File: src/lsp_pkg.sv
`default_nettype none
package lsp_pkg;

	// Fixed widths of the item fields
	localparam int MODE_W   = 3;
	localparam int VALUE_W  = 32;
	localparam int POS_W    = 5;
	localparam int STATUS_W = 3;
	localparam int COUNT_W  = 5;
	localparam int CAP_W    = 5;

	localparam logic [CAP_W-1:0] CAP_RESET = 5'd16;

	// Data word returned for a peek outside the stored range
	localparam logic signed [VALUE_W-1:0] BAD_PEEK_WORD = -32'sd1;

	typedef enum logic [MODE_W-1:0] {
		MODE_PUSH   = 3'd0,
		MODE_POP    = 3'd1,
		MODE_PEEK   = 3'd2,
		MODE_TOP    = 3'd3,
		MODE_BOTTOM = 3'd4
	} mode_t;

	typedef enum logic [STATUS_W-1:0] {
		STAT_OK        = 3'd0,
		STAT_OVERFLOW  = 3'd1,
		STAT_UNDERFLOW = 3'd2,
		STAT_BAD_POS   = 3'd3,
		STAT_EMPTY     = 3'd4
	} status_t;

	// Per-cycle commands broadcast to every cell of the chain
	typedef struct packed {
		logic push;   // take the word of the cell above
		logic pop;    // take the word of the cell below
		logic load;   // copy own word into the read lane
		logic shift;  // take the read lane of the cell below
	} cell_ctrl_t;

endpackage
`default_nettype wire

File: src/lsp_cell.sv
`default_nettype none
module lsp_cell
	import lsp_pkg::*;
#(
	parameter int WORD_WIDTH = 32
) (
	input  wire logic                  clk,
	input  wire cell_ctrl_t            ctrl,
	input  wire logic [WORD_WIDTH-1:0] above_word,
	input  wire logic [WORD_WIDTH-1:0] below_word,
	input  wire logic [WORD_WIDTH-1:0] below_lane,
	output logic      [WORD_WIDTH-1:0] word,
	output logic      [WORD_WIDTH-1:0] lane
);

	logic [WORD_WIDTH-1:0] word_q;
	logic [WORD_WIDTH-1:0] lane_q;

	// Stored word: shift down on push, up on pop
	always_ff @(posedge clk) begin
		if (ctrl.push) begin
			word_q <= above_word;
		end else if (ctrl.pop) begin
			word_q <= below_word;
		end
	end

	// Read lane: snapshot the word, then walk toward the top cell
	always_ff @(posedge clk) begin
		if (ctrl.load) begin
			lane_q <= word_q;
		end else if (ctrl.shift) begin
			lane_q <= below_lane;
		end
	end

	assign word = word_q;
	assign lane = lane_q;

endmodule
`default_nettype wire

File: src/lifo_stack_with_peek_unit.sv
`default_nettype none
// LIFO stack of signed words built as a chain of cells; cell 0 holds the top.
// Input channel: in_valid / in_stall with mode, push_value and position; an
// item is taken at a clock edge where in_valid is high and in_stall is low.
// Output channel: out_valid / out_stall with data_word, status, is_full,
// is_empty and entry_count; exactly one result item per input item, in order.
// Capacity: cfg_we writes cfg_wdata into the capacity register (0 acts as 1,
// values above DEPTH act as DEPTH); write it only while the block is idle.
// Results: push, pop, top read and every refused request enter the output
// register at the accepting edge; the next item may follow at once.
// A peek at position p or a bottom read on a stack of n entries walks the
// read lane through the cells one cell per cycle until the word reaches
// cell 0; it enters the output register once that register is free, and
// in_stall stays high for the whole walk.
// Stall: the result waits in the output register while out_stall is high;
// the block takes a new item only when that register is free or being
// emptied at the same edge.
// Reset: the stack is empty and the capacity reads 16. Cell words are not
// cleared; they are only read below the entry count.
module lifo_stack_with_peek_unit
	import lsp_pkg::*;
#(
	parameter int DEPTH      = 16,
	parameter int WORD_WIDTH = 32
) (
	input  wire logic                       clk,
	input  wire logic                       arst_n,
	input  wire logic                       in_valid,
	output logic                            in_stall,
	input  wire logic        [MODE_W-1:0]   mode,
	input  wire logic signed [VALUE_W-1:0]  push_value,
	input  wire logic        [POS_W-1:0]    position,
	output logic                            out_valid,
	input  wire logic                       out_stall,
	output logic signed      [VALUE_W-1:0]  data_word,
	output logic             [STATUS_W-1:0] status,
	output logic                            is_full,
	output logic                            is_empty,
	output logic             [COUNT_W-1:0]  entry_count,
	input  wire logic                       cfg_we,
	input  wire logic        [CAP_W-1:0]    cfg_wdata
);

	localparam int IDX_W = $clog2(DEPTH);
	localparam int CNT_W = $clog2(DEPTH + 1);

	typedef enum logic {
		ST_IDLE,
		ST_WALK
	} state_t;

	state_t                    state_q;
	logic [IDX_W-1:0]          walk_q;
	logic [CNT_W-1:0]          count_q;
	logic [CAP_W-1:0]          cap_q;
	logic                      out_valid_q;
	logic signed [VALUE_W-1:0] data_q;
	status_t                   status_q;
	logic                      full_q;
	logic                      empty_q;
	logic [COUNT_W-1:0]        count_out_q;

	// Chain wiring
	logic [WORD_WIDTH-1:0] cell_word [DEPTH];
	logic [WORD_WIDTH-1:0] cell_lane [DEPTH];
	logic signed [WORD_WIDTH-1:0] store_word;
	logic signed [WORD_WIDTH-1:0] top_word;
	logic signed [WORD_WIDTH-1:0] lane_word;
	cell_ctrl_t            ctrl;

	// Request decode
	logic                      accept;
	logic                      out_free;
	logic                      res_load;
	logic [CNT_W-1:0]          eff_cap;
	logic                      full_now;
	logic                      empty_now;
	logic                      pos_ok;
	logic                      do_push;
	logic                      do_pop;
	logic                      do_walk;
	logic [IDX_W-1:0]          walk_target;
	logic signed [VALUE_W-1:0] res_data;
	status_t                   res_status;
	logic [CNT_W-1:0]          count_next;

	assign store_word = WORD_WIDTH'(push_value);
	assign top_word   = cell_word[0];
	assign lane_word  = cell_lane[0];

	assign out_free = !out_valid_q || !out_stall;
	assign in_stall = (state_q != ST_IDLE) || !out_free;
	assign accept   = in_valid && !in_stall;

	// A new result enters the output register at this edge
	assign res_load = ((state_q == ST_IDLE) && accept && !do_walk) ||
		((state_q == ST_WALK) && (walk_q == '0) && out_free);

	// Clamp the capacity register into 1..DEPTH
	always_comb begin
		if (cap_q == '0) begin
			eff_cap = CNT_W'(1);
		end else if (int'(cap_q) > DEPTH) begin
			eff_cap = CNT_W'(DEPTH);
		end else begin
			eff_cap = CNT_W'(cap_q);
		end
	end

	assign full_now  = count_q >= eff_cap;
	assign empty_now = count_q == '0;
	assign pos_ok    = (position != '0) && (int'(position) <= int'(count_q));

	always_comb begin
		do_push     = 1'b0;
		do_pop      = 1'b0;
		do_walk     = 1'b0;
		walk_target = '0;
		res_data    = '0;
		res_status  = STAT_OK;
		case (mode_t'(mode))
			MODE_PUSH: begin
				if (full_now) begin
					res_status = STAT_OVERFLOW;
				end else begin
					do_push = 1'b1;
				end
			end
			MODE_POP: begin
				if (empty_now) begin
					res_status = STAT_UNDERFLOW;
				end else begin
					do_pop   = 1'b1;
					res_data = VALUE_W'(top_word);
				end
			end
			MODE_PEEK: begin
				if (!pos_ok) begin
					res_data   = BAD_PEEK_WORD;
					res_status = STAT_BAD_POS;
				end else begin
					do_walk     = 1'b1;
					walk_target = IDX_W'(int'(position) - 1);
				end
			end
			MODE_TOP: begin
				if (empty_now) begin
					res_status = STAT_EMPTY;
				end else begin
					res_data = VALUE_W'(top_word);
				end
			end
			MODE_BOTTOM: begin
				if (empty_now) begin
					res_status = STAT_EMPTY;
				end else begin
					do_walk     = 1'b1;
					walk_target = IDX_W'(int'(count_q) - 1);
				end
			end
			default: begin
				res_status = STAT_OK;
			end
		endcase
	end

	always_comb begin
		count_next = count_q;
		if (do_push) begin
			count_next = count_q + 1'b1;
		end else if (do_pop) begin
			count_next = count_q - 1'b1;
		end
	end

	// Commands to the chain
	always_comb begin
		ctrl.push  = accept && do_push;
		ctrl.pop   = accept && do_pop;
		ctrl.load  = accept && do_walk;
		ctrl.shift = (state_q == ST_WALK) && (walk_q != '0);
	end

	for (genvar i = 0; i < DEPTH; i++) begin : g_cell
		logic [WORD_WIDTH-1:0] above_w;
		logic [WORD_WIDTH-1:0] below_w;
		logic [WORD_WIDTH-1:0] below_l;

		if (i == 0) begin : g_head
			assign above_w = store_word;
		end else begin : g_mid
			assign above_w = cell_word[i-1];
		end

		if (i == DEPTH - 1) begin : g_tail
			assign below_w = '0;
			assign below_l = '0;
		end else begin : g_body
			assign below_w = cell_word[i+1];
			assign below_l = cell_lane[i+1];
		end

		lsp_cell #(
			.WORD_WIDTH(WORD_WIDTH)
		) u_cell (
			.clk        (clk),
			.ctrl       (ctrl),
			.above_word (above_w),
			.below_word (below_w),
			.below_lane (below_l),
			.word       (cell_word[i]),
			.lane       (cell_lane[i])
		);
	end

	// Sequencer, count, capacity register and output register
	always_ff @(posedge clk or negedge arst_n) begin
		if (!arst_n) begin
			state_q     <= ST_IDLE;
			walk_q      <= '0;
			count_q     <= '0;
			cap_q       <= CAP_RESET;
			out_valid_q <= 1'b0;
			data_q      <= '0;
			status_q    <= STAT_OK;
			full_q      <= 1'b0;
			empty_q     <= 1'b1;
			count_out_q <= '0;
		end else begin
			if (cfg_we) begin
				cap_q <= cfg_wdata;
			end
			// Drop the result once the receiver takes it
			if (out_valid_q && !out_stall && !res_load) begin
				out_valid_q <= 1'b0;
			end
			case (state_q)
				ST_IDLE: begin
					if (accept) begin
						count_q <= count_next;
						if (do_walk) begin
							state_q <= ST_WALK;
							walk_q  <= walk_target;
						end else begin
							out_valid_q <= 1'b1;
							data_q      <= res_data;
							status_q    <= res_status;
							full_q      <= count_next >= eff_cap;
							empty_q     <= count_next == '0;
							count_out_q <= COUNT_W'(count_next);
						end
					end
				end
				ST_WALK: begin
					if (walk_q != '0) begin
						walk_q <= walk_q - 1'b1;
					end else if (out_free) begin
						state_q     <= ST_IDLE;
						out_valid_q <= 1'b1;
						data_q      <= VALUE_W'(lane_word);
						status_q    <= STAT_OK;
						full_q      <= full_now;
						empty_q     <= empty_now;
						count_out_q <= COUNT_W'(count_q);
					end
				end
				default: begin
					state_q <= ST_IDLE;
				end
			endcase
		end
	end

	assign out_valid   = out_valid_q;
	assign data_word   = data_q;
	assign status      = status_q;
	assign is_full     = full_q;
	assign is_empty    = empty_q;
	assign entry_count = count_out_q;

	// No new item while the lane walks
	a_walk_blocks_input: assert property (@(posedge clk) disable iff (!arst_n)
		state_q == ST_WALK |-> in_stall)
		else $error("input taken during lane walk");

	// A taken push grows the stack by one
	a_push_counts: assert property (@(posedge clk) disable iff (!arst_n)
		ctrl.push |=> count_q == $past(count_q) + 1'b1)
		else $error("push did not advance the count");

	// The lane walk counts down without leaving the walk
	a_walk_advances: assert property (@(posedge clk) disable iff (!arst_n)
		(state_q == ST_WALK) && (walk_q != '0) |=>
		(state_q == ST_WALK) && (walk_q == $past(walk_q) - 1'b1))
		else $error("lane walk did not advance");

	// A result appears only after an accept or at the end of a walk
	a_result_source: assert property (@(posedge clk) disable iff (!arst_n)
		$rose(out_valid_q) |-> $past(accept) || $past(state_q == ST_WALK))
		else $error("result without a request");

	// The stack never holds more than the chain has cells
	a_count_bound: assert property (@(posedge clk) disable iff (!arst_n)
		accept && do_push |-> int'(count_q) < DEPTH)
		else $error("push beyond the last cell");

endmodule
`default_nettype wire

File: config.mk
export PLATFORM = sky130hd
export DESIGN_NAME = lifo_stack_with_peek_unit
export DESIGN_NICKNAME = d
export VERILOG_FILES = /design/src/lsp_pkg.sv /design/src/lsp_cell.sv /design/src/lifo_stack_with_peek_unit.sv
export SDC_FILE = /design/constraint.sdc
export NUM_CORES = 1
export LEC_CHECK = 0
export BUFFER_PORTS_ARGS = -buffer_cell sky130_fd_sc_hd__buf_2
export CAP_MARGIN = 0
export CORE_MARGIN = 2
export CORE_UTILIZATION = 46
export DETAILED_ROUTE_END_ITERATION = 7
export GPL_TIMING_DRIVEN = 0
export HOLD_SLACK_MARGIN = 0.08
export PLACE_DENSITY = 0.62
export SETUP_SLACK_MARGIN = 0.05
export SLEW_MARGIN = 10
export SYNTH_ARGS = -nofsm -noshare
export SYNTH_HDL_FRONTEND = slang
export SYNTH_SLANG_ARGS = --single-unit
File: constraint.sdc
create_clock -name clk -period 27.2 [get_ports clk]
set_input_delay 4.08 -clock clk [delete_from_list [all_inputs] [get_ports clk]]
set_output_delay 4.08 -clock clk [all_outputs]
set_load 0.05 [all_outputs]
==> flow_summary.yaml, run 1 <==
cells_and_area:
  post-route-cell-area_um2: 53400
  final_nets: 4919
  drive_above_1_share_pct: 9.00
  syn_to_final_growth_pct: 13.9
synth:
  synth_seq_cells: 1082
  yosysWarnings: 0
  netlist_top_cells_count: "nand2_1 (2931), edfxtp_1 (1024), buf_2 (126)"
  synth_edf_count: 1024
  synth_flop_cell: "edfxtp_1"
  synth_area_leaders: "edfxtp_1 (66%), nand2_1 (23%), dfrtp_1 (3.0%)"
  async_reset_ff_share_pct: 5.36
  syn-num-nets: 4679
  yosys.area.top_type: "edfxtp_1"
  avgSynthCellArea_um2: 10.2
  synth_top_area_share_pct: 65.7
  yosysSeqAreaShare_pct: 68.8
  syn_inst: 4610
  ys_types: 63
  syn-cell-area_um2: 46800
  synth_most_common_cell: "nand2_1"
min_path:
  hp-class: "flip-flop to flip-flop"
power:
  seqPwrFrac_pct: 51.2
  vdd_drop_max_mv: 0.0640
  pwr-share-clk_pct: 28.3
  switching_share_pct: 29.1
  comb_power_share_pct: 20.5
  p_leak_nw: 23.1
  p_int_mw: 3.73
  p_sw_mw: 1.53
  finalPower_mw: 5.26
  power_density_nw_per_um2: 98.6
timing:
  rsz0062_at_grt: "no"
  slew_violations: 0
  min_period_ns: 8.89
  finalHoldViolations: 0
  finalClockSkew_ns: 0.0199
  slew_headroom_pct: 20.8
  setup_viol: 0
  post-route-period-util_pct: 32.7
  fmax_mhz: 112
  max_slew.worst_pin.slew_ns: 1.19
  holdWs_ns: 0.467
  tns_ns: 0
clocking:
  numCtsBuffers: 114
  cts_resized: 0
  cts_tree: "yes"
  clock_sinks: 1082
  cts_setup_buffers: 0
  clkTransAtPathRegs_ns: 0.06
  ctsRootBufferMaster: "clkbuf_16"
  ctsHoldBuffers: 0
  h-tree-depth: 3
  cts_buffer_depth: 3
  clk_latency_ns: 0.69
placed_design:
  gp_congestion: 0.851
  place_area_um2: 49800
  io_buffers: 92
  hpwl_mm: 80.2
outcome:
  status: "finished, final reports clean"
routing:
  drt_iter0_markers: 2410
  detail-route-antenna-nets: 0
  route.detailed.drc: 0
  wl_mm: 109
  dr_total_vias: 30300
  via_per_inst: 4.80
  firstDrtPassIters: 6
  drt-wirelength-per-cell_um: 17.2
floorplan:
  row_count: 117
  die_h_um: 323
  fp.dieW_um: 323
  core-area_um2: 101000
  io_pins: 94
  initial_core_util_pct: 46.2
  die_area_um2: 104000
global_routing:
  grt_pass1_vias: 30400
  grt_max_degree: 61
  grt_use_total_pct: 21.1
  grt_pass1_wl_mm: 171
  antenna_found_initial: 1
  overflow: 0
worst_setup_path:
  start_kind: "input port"
  critPathRequiredTime_ns: 23.12
  critPathMaxFanout: 3
  arrival_ns: 4.81
  worstSetupEndpointType: "primary output"
  r2r_setup_slack_ns: 22.15
  worst-setup-path-type: "input port to primary output"
job:
  drv_cap: 0
## power groups by stage
stage | registers [mW] | clock network (mW) | logic (mW)
floorplan | 3.02 | 0 | 0.667
global placement | 3.13 | 0 | 1.00
detailed placement | 2.72 | 0 | 1.09
CTS | 2.69 | 1.52 | 1.10
global route | 2.73 | 1.58 | 1.23
finish | 2.69 | 1.49 | 1.08
## metrics by stage
stage	util (%)	setup WS, ns	instances
3_3_place_gp	48.3	0.324	6070
6_report	52.6	18.31	6317
3_5_place_dp	49.1	18.31	6102
2_1_floorplan	-	8.03	4610
5_1_grt	52.6	18.26	6315
4_1_cts	52.6	18.31	6315
## placed cells by master (no fill, tap or decap), drive strengths merged, types with 3 or more instances in the layout
cell type,netlist,routed
mux2,6,6
a221oi,32,32
clkbuf,108,266
a31oi,4,4
ha,19,19
buf,142,266
dfrtp,56,56
nand2,2931,2931
nor2,10,10
nor3,8,8
a21oi,18,18
inv,50,52
nand2b,4,4
a21o,40,40
bufinv,0,6
a211o,3,3
xnor2,10,10
nand3,9,9
o21ai,16,16
clkinv,0,46
a211oi,3,3
and3,35,35
o31a,3,3
and2,34,34
edfxtp,1024,1024
o32ai,4,4
o22ai,3,3
nor3b,3,3
## critical path, stage by stage
cell and delay, ns:
buf_2 0.12, a21oi_1 0.31, inv_1 0.08, buf_2 0.22
## sequential cells by signal, indices dropped and copies added (netlist names)
signal	cells
entry_count	5
walk_q	4
out_valid	1
g_cell.u_cell.word	512
cap_q	5
is_empty	1
g_cell.u_cell.lane	512
count_q	5
data_word	32
state_q	1
status	3
is_full	1
## worst paths after layout
path / start / endpoint / depth (start not counted)
worst max-delay path: out_stall / in_stall / 4
worst min-delay path: data_word[1]$_DFFE_PN0P_ / data_word[1]$_DFFE_PN0P_ / 1
worst max register to register: count_q[0]$_DFFE_PN0P_ / g_cell[14].u_cell.lane[11]$_DFFE_PP_ / 13
worst min register to register: data_word[1]$_DFFE_PN0P_ / data_word[1]$_DFFE_PN0P_ / 1
max in group asynchronous: arst_n / data_word[19]$_DFFE_PN0P_ / 1
min in group asynchronous: arst_n / entry_count[3]$_DFFE_PN0P_ / 1
## metal layers
| layer | track usage [%] | up-vias | wire [um] |
|---|---|---|---|
| met3 | 2.50 | 142 | 3970 |
| met4 | 6.02 | 0 | 2750 |
| met2 | 37.3 | 568 | 54300 |
| met1 | 27.3 | 14000 | 47500 |
| met5 | 0 | - | 0 |
| li1 | - | 15600 | - |
## logic make-up (layout without fill, tap and decap cells)
family	Yosys count	in the layout	share of synthesized area (%)
simple gates	3049	3049	25.0
flops	1082	1082	68.8
buf+inv	300	637	3.01
compound gates	143	143	2.34
fa+ha+maj	19	19	0.508
xor+xnor	10	10	0.187
mux	7	7	0.166
other cells	0	2	0
## layout make-up
cell class / count / area [um^2]
antenna: 2 / 5.00
timing repair buffer: 124 / 1230
fill: 9168 / 48100
multi-input combinational: 3228 / 13200
clock buffer: 158 / 3120
inverter: 50 / 188
tap: 1368 / 1710
sequential: 1082 / 32200
buffer: 250 / 1220
clock inverter: 55 / 434
No activity file was read; power rests on OpenSTA's default activity.
==> run 2, diff against run 1 <==
Settings changed: PLACE_DENSITY 0.62 to 0.64.
Clock period 27.2 ns to 8.06 ns, I/O delays scaled along.
==> run 2 against run 1 <==
Effect of this change: die area stayed put; power rose to 3.4 times the previous value; count of clock-buffer cells in the layout is 17 lower; register-to-register slack got worse by 19 ns; final cell count is 0.19% lower; final area fell by 0.27%; core utilization down 0.14 points; hold slack better by 0.0026 ns; non-clock buffer count shrank 6; sequential power rose to 3.4 times the previous value.
==> flow_summary.yaml, run 2 (same netlist as run 1, synthesis figures left out) <==
floorplan:
  initial_core_util_pct: 46.2
  fp.dieW_um: 323
  io_pins: 94
  die_area_um2: 104000
  die_h_um: 323
  core-area_um2: 101000
  row_count: 117
worst_setup_path:
  critPathMaxFanout: 96
  rr_worst_depth: 11
  r2r_setup_slack_ns: 3.08
  start_kind: "input port"
  worst-setup-path-type: "input port to flip-flop"
  worstSetupEndpointType: "flip-flop"
  cpPeakStageDelay_ns: 0.78
  crit_path_cell_trace: "buf_2, inv_1, ha_1, nor4b_1, nand2b_1, and3b_1, o21ai_2, buf_2, nand2_8, buf_16, buf_16"
  arrival_ns: 5.51
  worstReg2RegEnd: "g_cell[15].u_cell.lane[11]$_SDFFCE_PN0P_"
  slowest_stage: "o21ai_2"
  reg2reg_from: "count_q[0]$_DFFE_PN0P_"
  critPathRequiredTime_ns: 8.39
timing:
  fmax_mhz: 193
  slew_violations: 0
  finalHoldViolations: 0
  max_slew.worst_pin.slew_ns: 1.16
  rsz0062_at_grt: "no"
  setup_viol: 0
  finalClockSkew_ns: 0.0224
  worst_slack_ns: 2.88
  slew_headroom_pct: 22.8
  post-route-period-util_pct: 64.3
  min_period_ns: 5.18
power:
  p_sw_mw: 5.15
  seqPwrFrac_pct: 51.4
  comb_power_share_pct: 20.1
  switching_share_pct: 29.1
  p_int_mw: 12.5
  pwr-share-clk_pct: 28.6
  power_density_nw_per_um2: 332
  finalPower_mw: 17.7
  vdd_drop_max_mv: 0.242
  p_leak_nw: 23.0
clocking:
  clkTransAtPathRegs_ns: 0.06
  clock_sinks: 1082
  ctsHoldBuffers: 0
  cts_buffer_depth: 3
  h-tree-depth: 3
  cts_resized: 0
  cts_tree: "yes"
  numCtsBuffers: 113
  ctsRootBufferMaster: "clkbuf_16"
  cts_setup_buffers: 0
  clk_latency_ns: 0.68
min_path:
  worstHoldStart: "data_word[8]$_DFFE_PN0P_"
  holdPathStages: 1
  hp-class: "flip-flop to flip-flop"
  holdPathEnd: "data_word[8]$_DFFE_PN0P_"
global_routing:
  antenna_found_initial: 1
  grt_max_degree: 97
  grt_use_total_pct: 20.8
  grt_pass1_wl_mm: 169
  overflow: 0
  grt_pass1_vias: 30300
placed_design:
  gp_congestion: 0.846
  place_area_um2: 49700
  place_ws_ns: 2.28
  io_buffers: 92
  hpwl_mm: 78.9
routing:
  detail-route-antenna-nets: 0
  wl_mm: 107
  drt-wirelength-per-cell_um: 17.0
  via_per_inst: 4.79
  route.detailed.drc: 0
  drt_iter0_markers: 2418
  firstDrtPassIters: 5
  dr_total_vias: 30200
cells_and_area:
  post-route-cell-area_um2: 53200
  final_util_pct: 52.5
  final_common_cell: "nand2_1"
  drive_above_1_share_pct: 9.08
  syn_to_final_growth_pct: 13.6
  final_nets: 4912
  final_cell_mix: "nand2_1 (2930), edfxtp_1 (1024), buf_2 (216)"
job:
  drv_cap: 0
outcome:
  status: "finished, final reports clean"
## run 2: changes by cell type in the layout (fill, tap and decap cells not counted), sizes merged
cell / delta
buf: -6
bufinv: +2
clkbuf: -17
clkinv: +11
clkinvlp: +1
diode: -1
inv: -2
## run 2: area by class of cell
type,count,area (um^2)
multi-input cells,3228,13300
clock inverters,67,514
fillers,9141,48200
clock buffers,141,3040
inverters,50,188
well taps,1368,1710
flip-flops and latches,1082,32200
repair buffers,118,1050
plain buffers,250,1240
diodes,1,2.50
## run 2: metal layers
metal	track usage, %	wire [um]	vias up
met5	0	0	-
met4	6.24	2830	0
met3	2.46	4270	151
met2	36.9	53700	619
met1	26.7	46400	13900
li1	-	-	15600
## run 2: metrics by stage
stage                     hold WS (ns)  cells  setup TNS, ns
after CTS                        0.474   6304              0
after detailed placement         0.460   6096              0
after global placement           0.454   6070       -4053.90
after floorplan                  0.481   4610       -1086.83
after global routing             0.484   6305              0
final                            0.470   6305              0
## run 2: worst max-delay path by stage
stage                start                                       end  slack, ns  cells after the start
3_3_place_gp       mode[1]      g_cell[14].u_cell.word[17]$_DFFE_PP_      -6.46                      6
2_1_floorplan      mode[2]        g_cell[0].u_cell.word[0]$_DFFE_PP_      -2.12                      6
6_report       position[0]  g_cell[15].u_cell.lane[11]$_SDFFCE_PN0P_       2.88                     11
4_1_cts        position[0]      g_cell[13].u_cell.lane[20]$_DFFE_PP_       2.99                     11
5_1_grt        position[0]      g_cell[13].u_cell.lane[19]$_DFFE_PP_       2.75                     11
3_5_place_dp   position[0]  g_cell[15].u_cell.lane[18]$_SDFFCE_PN0P_       2.28                     11
## run 2: critical path, delay by kind of cell
kind	cells	cell delay [ns]
fa+ha+maj	1	0.19
simple gates	4	1.63
compound gates	1	0.78
buf+inv	5	1.50
## run 2: power by group through the flow
stage / clock [mW] / combinational (mW) / sequential [mW]
3_3_place_gp: 0 / 3.37 / 9.59
3_5_place_dp: 0 / 3.59 / 9.18
4_1_cts: 5.13 / 3.60 / 9.09
2_1_floorplan: 0 / 2.26 / 9.57
5_1_grt: 5.33 / 4.06 / 9.23
6_report: 5.05 / 3.55 / 9.08
==> run 3, diff against run 2 <==
Settings changed: PLACE_DENSITY 0.64 to 0.62.
Clock period 8.06 ns to 4.95 ns, I/O delays scaled along.
==> run 3 against run 2 <==
Effect of this change: die area unchanged; core utilization increased by 0.057 points; first-iteration DRC count decreased by 3.0%.
==> flow_summary.yaml, run 3 (same netlist as run 1, synthesis figures left out) <==
global_routing:
  grt_max_degree: 100
  grt_use_total_pct: 21.2
  grt_pass1_wl_mm: 172
  grt_pass1_vias: 30800
  overflow: 0
  antenna_found_initial: 3
clocking:
  clkTransAtPathRegs_ns: 0.07
  cts_tree: "yes"
  clock_sinks: 1082
  h-tree-depth: 3
  ctsRootBufferMaster: "clkbuf_16"
  cts_setup_buffers: 0
  cts_buffer_depth: 3
  numCtsBuffers: 112
  ctsHoldBuffers: 0
  clk_latency_ns: 0.69
worst_setup_path:
  critPathRequiredTime_ns: 5.28
  r2r_setup_slack_ns: 0.22
  rr_worst_depth: 12
  worstSetupEndpointType: "flip-flop"
  critPathMaxFanout: 99
  slowest_stage: "o21ai_4"
  arrival_ns: 5.06
  crit_path_frequent_cell: "buf_16"
  endpoint: "g_cell[12].u_cell.lane[19]$_DFFE_PP_"
  startpoint: "count_q[0]$_DFFE_PN0P_"
  worstReg2RegEnd: "g_cell[12].u_cell.lane[19]$_DFFE_PP_"
  reg2reg_from: "count_q[0]$_DFFE_PN0P_"
  crit_path_cell_trace: "inv_1, ha_1, or4b_4, buf_6, nand3_2, o21ai_2, o21ai_4, clkbuf_4, nand2_8, buf_16, buf_16, buf_16"
  worst-setup-path-type: "flip-flop to flip-flop"
  cpPeakStageDelay_ns: 0.54
  start_kind: "flip-flop"
power:
  p_leak_nw: 23.1
  vdd_drop_max_mv: 0.389
  power_density_nw_per_um2: 539
cells_and_area:
  syn_to_final_growth_pct: 13.7
  register_area_um2: 32200
  finalNonFillerCells: 6310
  drive_above_1_share_pct: 9.29
  multi_input_comb_area_um2: 13300
  final_nets: 4913
  final_common_cell: "nand2_1"
  nFillCells: 9109
  final_cell_mix: "nand2_1 (2930), edfxtp_1 (1024), buf_2 (215)"
routing:
  dr_wl_met3_mm: 4.58
  dr_total_vias: 30200
  drt_iter0_markers: 2345
  wl_met2_mm: 54.0
  route.detailed.drc: 0
  wl_met1_mm: 46.6
  drt-wirelength-per-cell_um: 17.1
  maxUsedRoutingLayer: "met4"
  detail-route-antenna-nets: 0
  wl_mm: 108
  via_per_inst: 4.78
  firstDrtPassIters: 5
timing:
  slew_headroom_pct: 25.1
  finalHoldViolations: 0
  rsz0062_at_grt: "no"
  min_period_ns: 4.73
  setup_viol: 0
  worst_slack_ns: 0.217
  post-route-period-util_pct: 95.6
  holdWs_ns: 0.149
  fmax_mhz: 211
  finalClockSkew_ns: 0.0223
  max_slew.worst_pin.slew_ns: 1.12
  slew_violations: 0
placed_design:
  place_ws_ns: -0.613
  gp_congestion: 0.832
  io_buffers: 92
  dp_cells: 6098
  hpwl_mm: 80.0
floorplan:
  initial_core_util_pct: 46.2
  die_area_um2: 104000
  die_h_um: 323
  io_pins: 94
  fp.dieW_um: 323
  row_count: 117
  core-area_um2: 101000
min_path:
  hp-class: "input port to asynchronous set/reset pin"
job:
  drv_cap: 0
outcome:
  status: "finished, final reports clean"
run 3: timing repair:
item                       in CTS  in global routing
setup endpoints to repair      99                 99
pin swaps                       0                  1
resized for setup               1                  1
gates cloned                    0                  0
run 3: worst min-delay path by stage:
| stage | to | cells past startpoint | from | slack, ns |
|---|---|---|---|---|
| 3_3_place_gp | data_word[11]$_DFFE_PN0P_ | 1 | data_word[11]$_DFFE_PN0P_ | 0.45 |
| 6_report | entry_count[2]$_DFFE_PN0P_ | 1 | arst_n | 0.15 |
| 2_1_floorplan | cap_q[0]$_DFFE_PN0P_ | 0 | arst_n | 0.45 |
| 5_1_grt | entry_count[2]$_DFFE_PN0P_ | 1 | arst_n | 0.18 |
| 4_1_cts | entry_count[2]$_DFFE_PN0P_ | 1 | arst_n | 0.15 |
| 3_5_place_dp | data_word[16]$_DFFE_PN0P_ | 1 | data_word[16]$_DFFE_PN0P_ | 0.46 |
run 3: area by class of cell:
| cell class | instances | area share (%) |
|---|---|---|
| diodes | 1 | 0.00470 |
| inverters | 50 | 0.352 |
| plain buffers | 250 | 2.31 |
| clock inverters | 68 | 0.911 |
| flip-flops and latches | 1082 | 60.5 |
| repair buffers | 120 | 2.10 |
| well taps | 1368 | 3.21 |
| multi-input cells | 3228 | 24.9 |
| clock buffers | 143 | 5.71 |
run 3: worst max-delay path: cells and delay by family, from the launching register on:
family | cells | cell delay (ns)
buffers and inverters | 6 | 1.75
and+or+nand+nor | 3 | 0.95
AOI/OAI and AO/OA | 2 | 0.62
DFF | 1 | 0.49
adders and majority gates | 1 | 0.32
run 3: layer usage:
metal	vias to the layer above	track usage (%)
li1	15600	-
met1	13800	27.0
met2	592	37.3
met3	149	2.99
met4	0	6.48
met5	-	0
run 3: power breakdown:
part,internal [mW],switching [mW],leakage (nW)
sequential,13.9,0.864,10.3
combinational,1.79,4.05,11.0
clock,4.64,3.47,1.74
total,20.4,8.38,23.1
run 3: metrics by stage:
step	setup TNS, ns	power, mW	util [%]	cell area [um^2]
after detailed placement	-90.71	20.9	49.0	49700
after global routing	0	30.3	52.5	53300
final	0	28.7	52.5	53300
after floorplan	-2483.39	19.1	-	46900
after global placement	-5902.03	20.9	48.4	49100
after CTS	0	29.0	52.5	53300
